### config.mk
export PLATFORM = sky130hd
export DESIGN_NAME = tftp_transfer_sequencer
export DESIGN_NICKNAME = d
export VERILOG_FILES = /design/src/rtl/tts_pkg.sv /design/src/rtl/tts_step.sv /design/src/rtl/tftp_transfer_sequencer.sv
export VERILOG_INCLUDE_DIRS = /design/src /design/src/rtl
export SDC_FILE = /design/constraint.sdc
export NUM_CORES = 1
export LEC_CHECK = 0
export BUFFER_PORTS_ARGS = -buffer_cell sky130_fd_sc_hd__buf_4
export CAP_MARGIN = 30
export CELL_PAD_IN_SITES_DETAIL_PLACEMENT = 1
export CELL_PAD_IN_SITES_GLOBAL_PLACEMENT = 2
export CORE_MARGIN = 4
export CORE_UTILIZATION = 38
export CTS_CLUSTER_DIAMETER = 120
export CTS_CLUSTER_SIZE = 40
export DETAILED_ROUTE_END_ITERATION = 16
export HOLD_SLACK_MARGIN = 0.12
export PLACE_DENSITY = 0.91
export SYNTH_ARGS = -nofsm -noshare
export SYNTH_HDL_FRONTEND = slang
export SYNTH_HIERARCHICAL = 1
export SYNTH_SLANG_ARGS = --single-unit
### constraint.sdc
create_clock -name clk_i -period 5.3 [get_ports clk_i]
set_input_delay 0.53 -clock clk_i [delete_from_list [all_inputs] [get_ports clk_i]]
set_output_delay 0.53 -clock clk_i [all_outputs]
set_load 0.05 [all_outputs]
### src/rtl/assert_macros.svh
// Assertion helpers used by the transfer sequencer.
`ifndef ASSERT_MACROS_SVH
`define ASSERT_MACROS_SVH

// Concurrent assertion on an explicit clock and active-low reset.
`define ASSERT_CLK(lbl, clk, rstn, prop, msg) \
  lbl: assert property (@(posedge clk) disable iff (!rstn) (prop)) \
    else $error(msg);

// Concurrent assertion on the usual clk_i / rst_ni pair.
`define ASSERT_STD(lbl, prop, msg) \
  `ASSERT_CLK(lbl, clk_i, rst_ni, prop, msg)

`endif

### src/rtl/tts_pkg.sv
package tts_pkg;

  // Default data block size in bytes.
  localparam int unsigned BlockSizeDef = 512;

  // TFTP opcodes
  localparam logic [15:0] OP_RRQ  = 16'd1;
  localparam logic [15:0] OP_WRQ  = 16'd2;
  localparam logic [15:0] OP_DATA = 16'd3;
  localparam logic [15:0] OP_ACK  = 16'd4;

  // Fixed packet lengths
  localparam logic [9:0] LEN_HDR = 10'd4;
  localparam logic [9:0] LEN_ERR = 10'd5;

  typedef enum logic [1:0] {
    KIND_NONE  = 2'd0,
    KIND_DATA  = 2'd1,
    KIND_ACK   = 2'd2,
    KIND_ERROR = 2'd3
  } kind_e;

  typedef struct packed {
    logic [15:0] opcode;
    logic [15:0] block_number;
    logic [9:0]  payload_len;
    logic        file_ok;
    logic [9:0]  read_len;
    logic        read_error;
  } in_t;

  typedef struct packed {
    kind_e       send_kind;
    logic [15:0] send_block;
    logic [9:0]  send_len;
    logic        close_conn;
    logic        do_write;
    logic        do_read;
  } out_t;

  typedef struct packed {
    logic        download_mode;
    logic [15:0] last_block;
    logic        transfer_done;
  } state_t;

endpackage

### src/rtl/tts_step.sv
module tts_step #(
  parameter int unsigned BLOCK_SIZE = tts_pkg::BlockSizeDef
) (
  input  tts_pkg::in_t    item_i,
  input  tts_pkg::state_t state_i,
  output tts_pkg::out_t   result_o,
  output tts_pkg::state_t state_o
);

  localparam logic [10:0] BlockSizeW = 11'(BLOCK_SIZE);

  logic        blk_below;
  logic        blk_above;
  logic [15:0] ack_next;
  logic        read_short;
  logic        payload_short;
  logic [10:0] read_sat;
  logic [9:0]  data_len;
  logic        done_next;

  // Window bounds; the upper bound is formed in 17 bits and never wraps
  assign blk_below = item_i.block_number < state_i.last_block;
  assign blk_above = {1'b0, item_i.block_number} > ({1'b0, state_i.last_block} + 17'd1);
  assign ack_next  = item_i.block_number + 16'd1;

  // Compare lengths against the block size; saturate the read length to it
  assign read_short    = {1'b0, item_i.read_len} < BlockSizeW;
  assign payload_short = {1'b0, item_i.payload_len} < BlockSizeW;
  assign read_sat      = read_short ? {1'b0, item_i.read_len} : BlockSizeW;
  assign data_len      = 10'(read_sat + 11'(tts_pkg::LEN_HDR));
  assign done_next     = state_i.transfer_done | payload_short;

  // Decode one packet header against the transfer state
  always_comb begin
    result_o = '{send_kind: tts_pkg::KIND_ERROR, send_block: 16'd0,
                 send_len: tts_pkg::LEN_ERR, close_conn: 1'b1,
                 do_write: 1'b0, do_read: 1'b0};
    state_o  = state_i;
    unique case (item_i.opcode)
      tts_pkg::OP_RRQ: begin
        state_o = '{download_mode: 1'b1, last_block: 16'd0, transfer_done: 1'b0};
        if (item_i.file_ok && !item_i.read_error) begin
          result_o = '{send_kind: tts_pkg::KIND_DATA, send_block: 16'd1,
                       send_len: data_len, close_conn: 1'b0,
                       do_write: 1'b0, do_read: 1'b1};
          state_o.last_block    = 16'd1;
          state_o.transfer_done = read_short;
        end
      end
      tts_pkg::OP_ACK: begin
        if (state_i.download_mode && !blk_below && !blk_above) begin
          state_o.last_block = item_i.block_number;
          if (state_i.transfer_done) begin
            result_o = '{send_kind: tts_pkg::KIND_NONE, send_block: 16'd0,
                         send_len: 10'd0, close_conn: 1'b1,
                         do_write: 1'b0, do_read: 1'b0};
          end else if (!item_i.read_error) begin
            result_o = '{send_kind: tts_pkg::KIND_DATA, send_block: ack_next,
                         send_len: data_len, close_conn: 1'b0,
                         do_write: 1'b0, do_read: 1'b1};
            state_o.last_block    = ack_next;
            state_o.transfer_done = read_short;
          end
        end
      end
      tts_pkg::OP_WRQ: begin
        state_o = '{download_mode: 1'b0, last_block: 16'd0, transfer_done: 1'b0};
        if (item_i.file_ok) begin
          result_o = '{send_kind: tts_pkg::KIND_ACK, send_block: 16'd0,
                       send_len: tts_pkg::LEN_HDR, close_conn: 1'b0,
                       do_write: 1'b0, do_read: 1'b0};
        end
      end
      tts_pkg::OP_DATA: begin
        if (!state_i.download_mode && !blk_below) begin
          if (item_i.block_number == state_i.last_block) begin
            // duplicate: ack again, write nothing
            result_o = '{send_kind: tts_pkg::KIND_ACK, send_block: item_i.block_number,
                         send_len: tts_pkg::LEN_HDR, close_conn: state_i.transfer_done,
                         do_write: 1'b0, do_read: 1'b0};
          end else if (!blk_above && item_i.file_ok) begin
            result_o = '{send_kind: tts_pkg::KIND_ACK, send_block: item_i.block_number,
                         send_len: tts_pkg::LEN_HDR, close_conn: done_next,
                         do_write: 1'b1, do_read: 1'b0};
            state_o.last_block    = item_i.block_number;
            state_o.transfer_done = done_next;
          end
        end
      end
      default: begin
        result_o = result_o;
      end
    endcase
  end

endmodule

### src/rtl/tftp_transfer_sequencer.sv
// TFTP server transfer sequencer.
// Input channel (in_valid_i / in_ready_o / in_data_i) carries one received
// packet header per handshake together with the file-store outcomes for it.
// Output channel (out_valid_o / out_ready_i / out_data_o) carries exactly one
// result per input: the packet to send, its block and length, and the close,
// write and read strobes.
// Path: an accepted input is held in the input register, and its result is
// then registered in the result register, which drives out_valid_o.
// Throughput: one packet per cycle while out_ready_i holds high; the input
// register and the result register form a two-entry pipeline, and the
// transfer state is updated as an item moves into the result register.
// Stall: while the result waits on out_ready_i, one more input is still taken
// into the input register; in_ready_o drops only when both registers are full.
// Reset: rst_ni clears both valid flags and the transfer state (upload mode,
// block zero, not finished).
`include "assert_macros.svh"

module tftp_transfer_sequencer #(
  parameter int unsigned BLOCK_SIZE = tts_pkg::BlockSizeDef
) (
  input  logic          clk_i,
  input  logic          rst_ni,
  input  logic          in_valid_i,
  output logic          in_ready_o,
  input  tts_pkg::in_t  in_data_i,
  output logic          out_valid_o,
  input  logic          out_ready_i,
  output tts_pkg::out_t out_data_o
);

  logic            in_valid_q;
  tts_pkg::in_t    in_item_q;
  logic            out_valid_q;
  tts_pkg::out_t   out_item_q;
  tts_pkg::state_t state_q;
  tts_pkg::state_t state_d;
  tts_pkg::out_t   result;
  logic            advance;

  // Move the held item forward when the result slot is free or draining
  assign advance    = in_valid_q && (!out_valid_q || out_ready_i);
  assign in_ready_o = !in_valid_q || advance;

  tts_step #(
    .BLOCK_SIZE(BLOCK_SIZE)
  ) u_step (
    .item_i  (in_item_q),
    .state_i (state_q),
    .result_o(result),
    .state_o (state_d)
  );

  // Hold the accepted packet header
  always_ff @(posedge clk_i or negedge rst_ni) begin
    if (!rst_ni) begin
      in_valid_q <= 1'b0;
    end else if (in_ready_o) begin
      in_valid_q <= in_valid_i;
    end
  end

  always_ff @(posedge clk_i) begin
    if (in_valid_i && in_ready_o) begin
      in_item_q <= in_data_i;
    end
  end

  // Register the result and commit the transfer state
  always_ff @(posedge clk_i or negedge rst_ni) begin
    if (!rst_ni) begin
      out_valid_q <= 1'b0;
      state_q     <= '{download_mode: 1'b0, last_block: 16'd0, transfer_done: 1'b0};
    end else begin
      if (advance) begin
        out_valid_q <= 1'b1;
        state_q     <= state_d;
      end else if (out_ready_i) begin
        out_valid_q <= 1'b0;
      end
    end
  end

  always_ff @(posedge clk_i) begin
    if (advance) begin
      out_item_q <= result;
    end
  end

  assign out_valid_o = out_valid_q;
  assign out_data_o  = out_item_q;

  // Checks
  `ASSERT_STD(a_write_is_ack,
    out_valid_o && out_data_o.do_write |-> out_data_o.send_kind == tts_pkg::KIND_ACK,
    "file write without an ack")
  `ASSERT_STD(a_data_reads,
    out_valid_o && out_data_o.send_kind == tts_pkg::KIND_DATA
      |-> out_data_o.do_read && !out_data_o.close_conn,
    "data packet without a read or with a close")
  `ASSERT_STD(a_data_err_keeps_state,
    advance && in_item_q.opcode == tts_pkg::OP_DATA
      && result.send_kind == tts_pkg::KIND_ERROR |=> $stable(state_q),
    "rejected data packet changed the transfer state")
  `ASSERT_STD(a_ready_only_when_full,
    !in_ready_o |-> in_valid_q && out_valid_q && !out_ready_i,
    "input stalled with a free slot")

endmodule
==> results of run 1 <==
==> critical path, cell delays in order, from the launching register on <==
cell      delay [ns]
dfrtp_1         0.46
ha_1            0.24
nand3_2         0.15
nor3_2          0.32
and3_1          0.27
nand3_1         0.13
xnor2_1         0.15
ha_1            0.29
nand3_1         0.15
o221ai_1        0.39
nor2_1          0.14
a211oi_4        0.47
buf_4           0.30
nor3_2          0.13
buf_4           0.27
a21o_1          0.18
a221o_1         0.29
mux2_4          0.27
==> area by class of cell <==
class | count | area, µm²
fillers | 1591 | 7820
flip-flops and latches | 96 | 2780
multi-input cells | 358 | 2740
repair buffers | 91 | 702
well taps | 184 | 230
clock buffers | 9 | 225
inverters | 35 | 131
clock inverters | 7 | 62.6
==> report_power, final <==
part	internal, mW	leakage (nW)	switching, mW
clock network	0.329	0.144	0.314
registers	0.857	0.993	0.0335
logic	0.0838	1.73	0.152
total	1.27	2.87	0.500
==> layer usage <==
layer  share of wire (%)  global-route usage [%]
met5                   0                       0
met4                 1.5                    5.25
met3                 5.4                    5.28
met2                  49                    31.6
met1                  44                    23.6
==> state kept, by name, summed over array words and instances, names as in the netlist <==
signal       count
out_valid_o      1
state_q         18
out_data_o      31
in_valid_q       1
in_item_q       45
==> per-stage QoR <==
stage,setup slack (ns),std cells,area [µm²]
floorplan,1.52,506,5790
global placement,0.789,761,6550
detailed placement,0.608,763,6580
CTS,0.588,780,6880
global route,0.292,780,6880
finish,0.589,780,6880
==> path summary, 6_finish.rpt <==
| kind | start | slack, ns | cells past startpoint | to |
|---|---|---|---|---|
| max | state_q[1] | 0.59 | 17 | state_q[10] |
| max in group asynchronous | rst_ni | 4.43 | 2 | state_q[15] |
| min | in_data_i[29] | 0.34 | 1 | in_item_q[29] |
| min reg2reg | in_valid_q | 0.57 | 1 | out_valid_o |
| max reg2reg | state_q[1] | 0.59 | 17 | state_q[10] |
| min in group asynchronous | rst_ni | 0.61 | 2 | state_q[6] |
==> impl_metrics.toml, run 1 <==
[run_status]
status = "completed"

[global_routing]
grt_max_degree = 32
antenna_found_initial = 0
grt_usage_pct = 18.7
grt_overflow_total = 0
grt_pass1_vias = 4895
grt_pass1_wl_um = 26000

[timing]
hold_viol = 0
worst_pin_slew_ns = 0.867
slew_headroom_pct = 42.0
period_share_pct = 88.9
rsz0062_at_grt = "no"
finalSetupTns_ns = 0
skew_ns = 0.0115
fin_hold_ws_ns = 0.341
fmax_mhz = 212
slew_viol_final = 0
setup_viol_count_final = 0
fin_crit_ns = 4.71

[finish]
layout_commonest_cell = "buf_4"
layout.nets = 685
drive_gt1_share_pct = 24.7
mostFrequentLayoutCells = "buf_4 (88), edfxtp_1 (76), ha_1 (36)"
finalCoreUtilization_pct = 46.8
diodes = 0
syn_to_final_growth_pct = 18.8

[clocking]
insertion_delay_ns = 0.36
cts_hold_buf = 1
cts.path.max_buffers = 2
root_buffer = "clkbuf_16"
cts_max_level = 3
clock_sinks = 96
clkTransAtPathRegs_ns = 0.08
cts_resized = 0
cts-buffers-inserted = 9
post_cts.repair.setup_buffers = 0
cts_tree = "yes"

[detailed_routing]
ant_nets = 0
routed_wl_um = 16100
drt_first_pass_iters = 4
post_drt_wl_per_cell_um = 20.7
drc = 0
vias = 4456
drtIter0Drc = 295
vias_per_cell = 5.71

[die]
core_area_mm2 = 0.0147
die_y_um = 131
ios = 91
start_util_pct = 39.4
rows = 44
die_area_mm2 = 0.0173
die_w_um = 131

[placement]
place_hpwl_um = 11600
port_buffers = 81
gp_congestion = 0.866

[power_and_ir_drop]
power_mw = 1.77
ir_drop_mv = 0.187
power.leakage_nw = 2.87
power_density_mw_per_mm2 = 257

[synth]
synth_fp_nets = 600
synth_area_per_cell_um2 = 11.4
yosysWarnings = 6
syn_area_mm2 = 0.00579
syn-instance-count = 506

[setup_path]
worstPathRequired_ns = 5.54
critPathCaptureType = "flip-flop"
criticalPathCategory = "reg -> reg"
critPathMaxFanout = 11
cp_data_arrival_time_ns = 4.95
cp-start-kind = "flip-flop"

[job]
maxCapViolCount = 0

[hold_path]
holdCritPathClass = "in -> reg"
No activity file was read; power rests on OpenSTA's default activity.
==> inputs of run 2 (changes only) <==
- CORE_UTILIZATION: 38 -> 40
- CTS_BUF_LIST: default -> sky130_fd_sc_hd__clkbuf_4
- PLACE_DENSITY: 0.91 -> 0.94
==> impl_metrics.toml, run 2 (synthesized netlist as in run 1, its figures left out) <==
[global_routing]
antenna_found_initial = 0
grt_usage_pct = 19.9
grt_max_degree = 35
grt_overflow_total = 0
grt_pass1_wl_um = 25700
grt_pass1_vias = 4954

[clocking]
clkTransAtPathRegs_ns = 0.18
cts_max_level = 3
post_cts.repair.setup_buffers = 0
clock_sinks = 96
root_buffer = "clkbuf_4"
cts.path.max_buffers = 2
insertion_delay_ns = 0.49
cts_tree = "yes"
cts_resized = 0
cts-buffers-inserted = 9

[timing]
slew_headroom_pct = 44.7
hold_viol = 0
setup_viol_count_final = 0
worst_pin_slew_ns = 0.827
period_share_pct = 83.0
skew_ns = 0.0236
finalSetupTns_ns = 0
fmax_mhz = 227
fin_crit_ns = 4.40
setup_slack_ns = 0.899
rsz0062_at_grt = "no"
slew_viol_final = 0

[setup_path]
critPathMaxFanout = 15
reg2reg_from = "state_q[1]"
cp-start-kind = "flip-flop"
max_stage_delay_ns = 0.50
cp.buffers_inverters = 2
crit_chain = "ha_1, nand3_2, nor3_2, and3_1, nand3_1, xnor2_1, ha_1, nand3_1, o221ai_1, nor2_1, a211oi_4, buf_4, nor4b_4, buf_4, a21o_1, a221o_1, mux2_4"
criticalPathCategory = "reg -> reg"
r2r_setup_slack_ns = 0.90
crit_family = "simple AND/OR/NAND/NOR gates"
worstPathRequired_ns = 5.68
crit_end = "state_q[8]"
cp_slowest_cell = "dfrtp_1"
worst_r2r_path_depth = 17
worstReg2RegEnd = "state_q[8]"
cp_data_arrival_time_ns = 4.78
critPathCaptureType = "flip-flop"
worst-path-stages = 17
crit_start = "state_q[1]"

[hold_path]
holdCritPathClass = "in -> reg"
hold_depth = 1
hold_start = "in_data_i[5]"

[die]
die_area_mm2 = 0.0165
die_w_um = 128
core_area_mm2 = 0.0140
rows = 43
die_y_um = 128
ios = 91
start_util_pct = 41.2

[finish]
syn_to_final_growth_pct = 16.5
stdcell_count = 776
multi_input_area_mm2 = 0.00274
diodes = 0
largest_register = "in_item_q"
layout.nets = 685
seq_area_mm2 = 0.00278
nFillCells = 1479
largest_reg_flops = 45
finalCoreUtilization_pct = 48.0
layout_commonest_cell = "buf_4"
drive_gt1_share_pct = 24.7
mostFrequentLayoutCells = "buf_4 (89), edfxtp_1 (76), ha_1 (36)"

[placement]
gp_congestion = 0.905
place_hpwl_um = 11600
place_ws_ns = 0.922
dp_cells = 759
port_buffers = 81

[power_and_ir_drop]
power_mw = 1.57
ir_drop_mv = 0.166
power_density_mw_per_mm2 = 233
power.leakage_nw = 2.82

[detailed_routing]
post_drt_wl_per_cell_um = 20.4
vias = 4498
vias_per_cell = 5.80
drc = 0
drt_first_pass_iters = 5
routed_wl_um = 15800
ant_nets = 0
drtIter0Drc = 249

[job]
maxCapViolCount = 0

[run_status]
status = "completed"
[run 2: cell types whose count changed in the layout (fill, tap and decap cells not counted)]
cell / change
buf_6: -1
buf_4: +1
clkinv_2: -1
clkbuf_16: -9
clkinv_4: -1
bufinv_16: +1
clkbuf_4: +9
clkinv_8: +1
[run 2: per-layer routing]
metal  vias to the layer above  wire length (µm)  global-route usage, %
met5                         -                 0                      0
met4                         0               267                   6.62
met3                        21               701                   3.62
met2                       113              8090                   34.7
met1                      2264              6770                   24.7
li1                       2100                 -                      -
[run 2: layout make-up]
| class | count | share of cell area (%) |
|---|---|---|
| flip-flops and latches | 96 | 41.3 |
| multi-input cells | 358 | 40.7 |
| repair buffers | 91 | 10.4 |
| well taps | 180 | 3.34 |
| inverters | 35 | 1.95 |
| clock inverters | 7 | 1.41 |
| clock buffers | 9 | 1.00 |
[run 2: per-stage QoR]
stage          instance area [µm²]  hold WS [ns]
5_1_grt                       6740         0.145
3_3_place_gp                  6550         0.455
6_report                      6740         0.198
2_1_floorplan                 5790         0.234
3_5_place_dp                  6570         0.466
4_1_cts                       6740         0.153
[run 2: repair_timing]
item / in CTS / in global routing
endpoints found under the hold margin: 20 / 0
endpoints found under the setup margin: 0 / 0
hold buffers: 1 / 0
[run 2: worst min-delay path by stage]
stage	endpoint	slack [ns]
after global placement	out_valid_o	0.45
after global routing	in_item_q[5]	0.15
final	in_item_q[5]	0.20
after floorplan	in_valid_q	0.23
after CTS	in_item_q[9]	0.15
after detailed placement	out_valid_o	0.47
[run 2: where the power goes]
group / switching [mW] / internal, mW / leakage [nW]
Sequential: 0.0333 / 0.857 / 0.993
Combinational: 0.152 / 0.0836 / 1.73
Clock: 0.286 / 0.159 / 0.0877
Total: 0.471 / 1.10 / 2.82
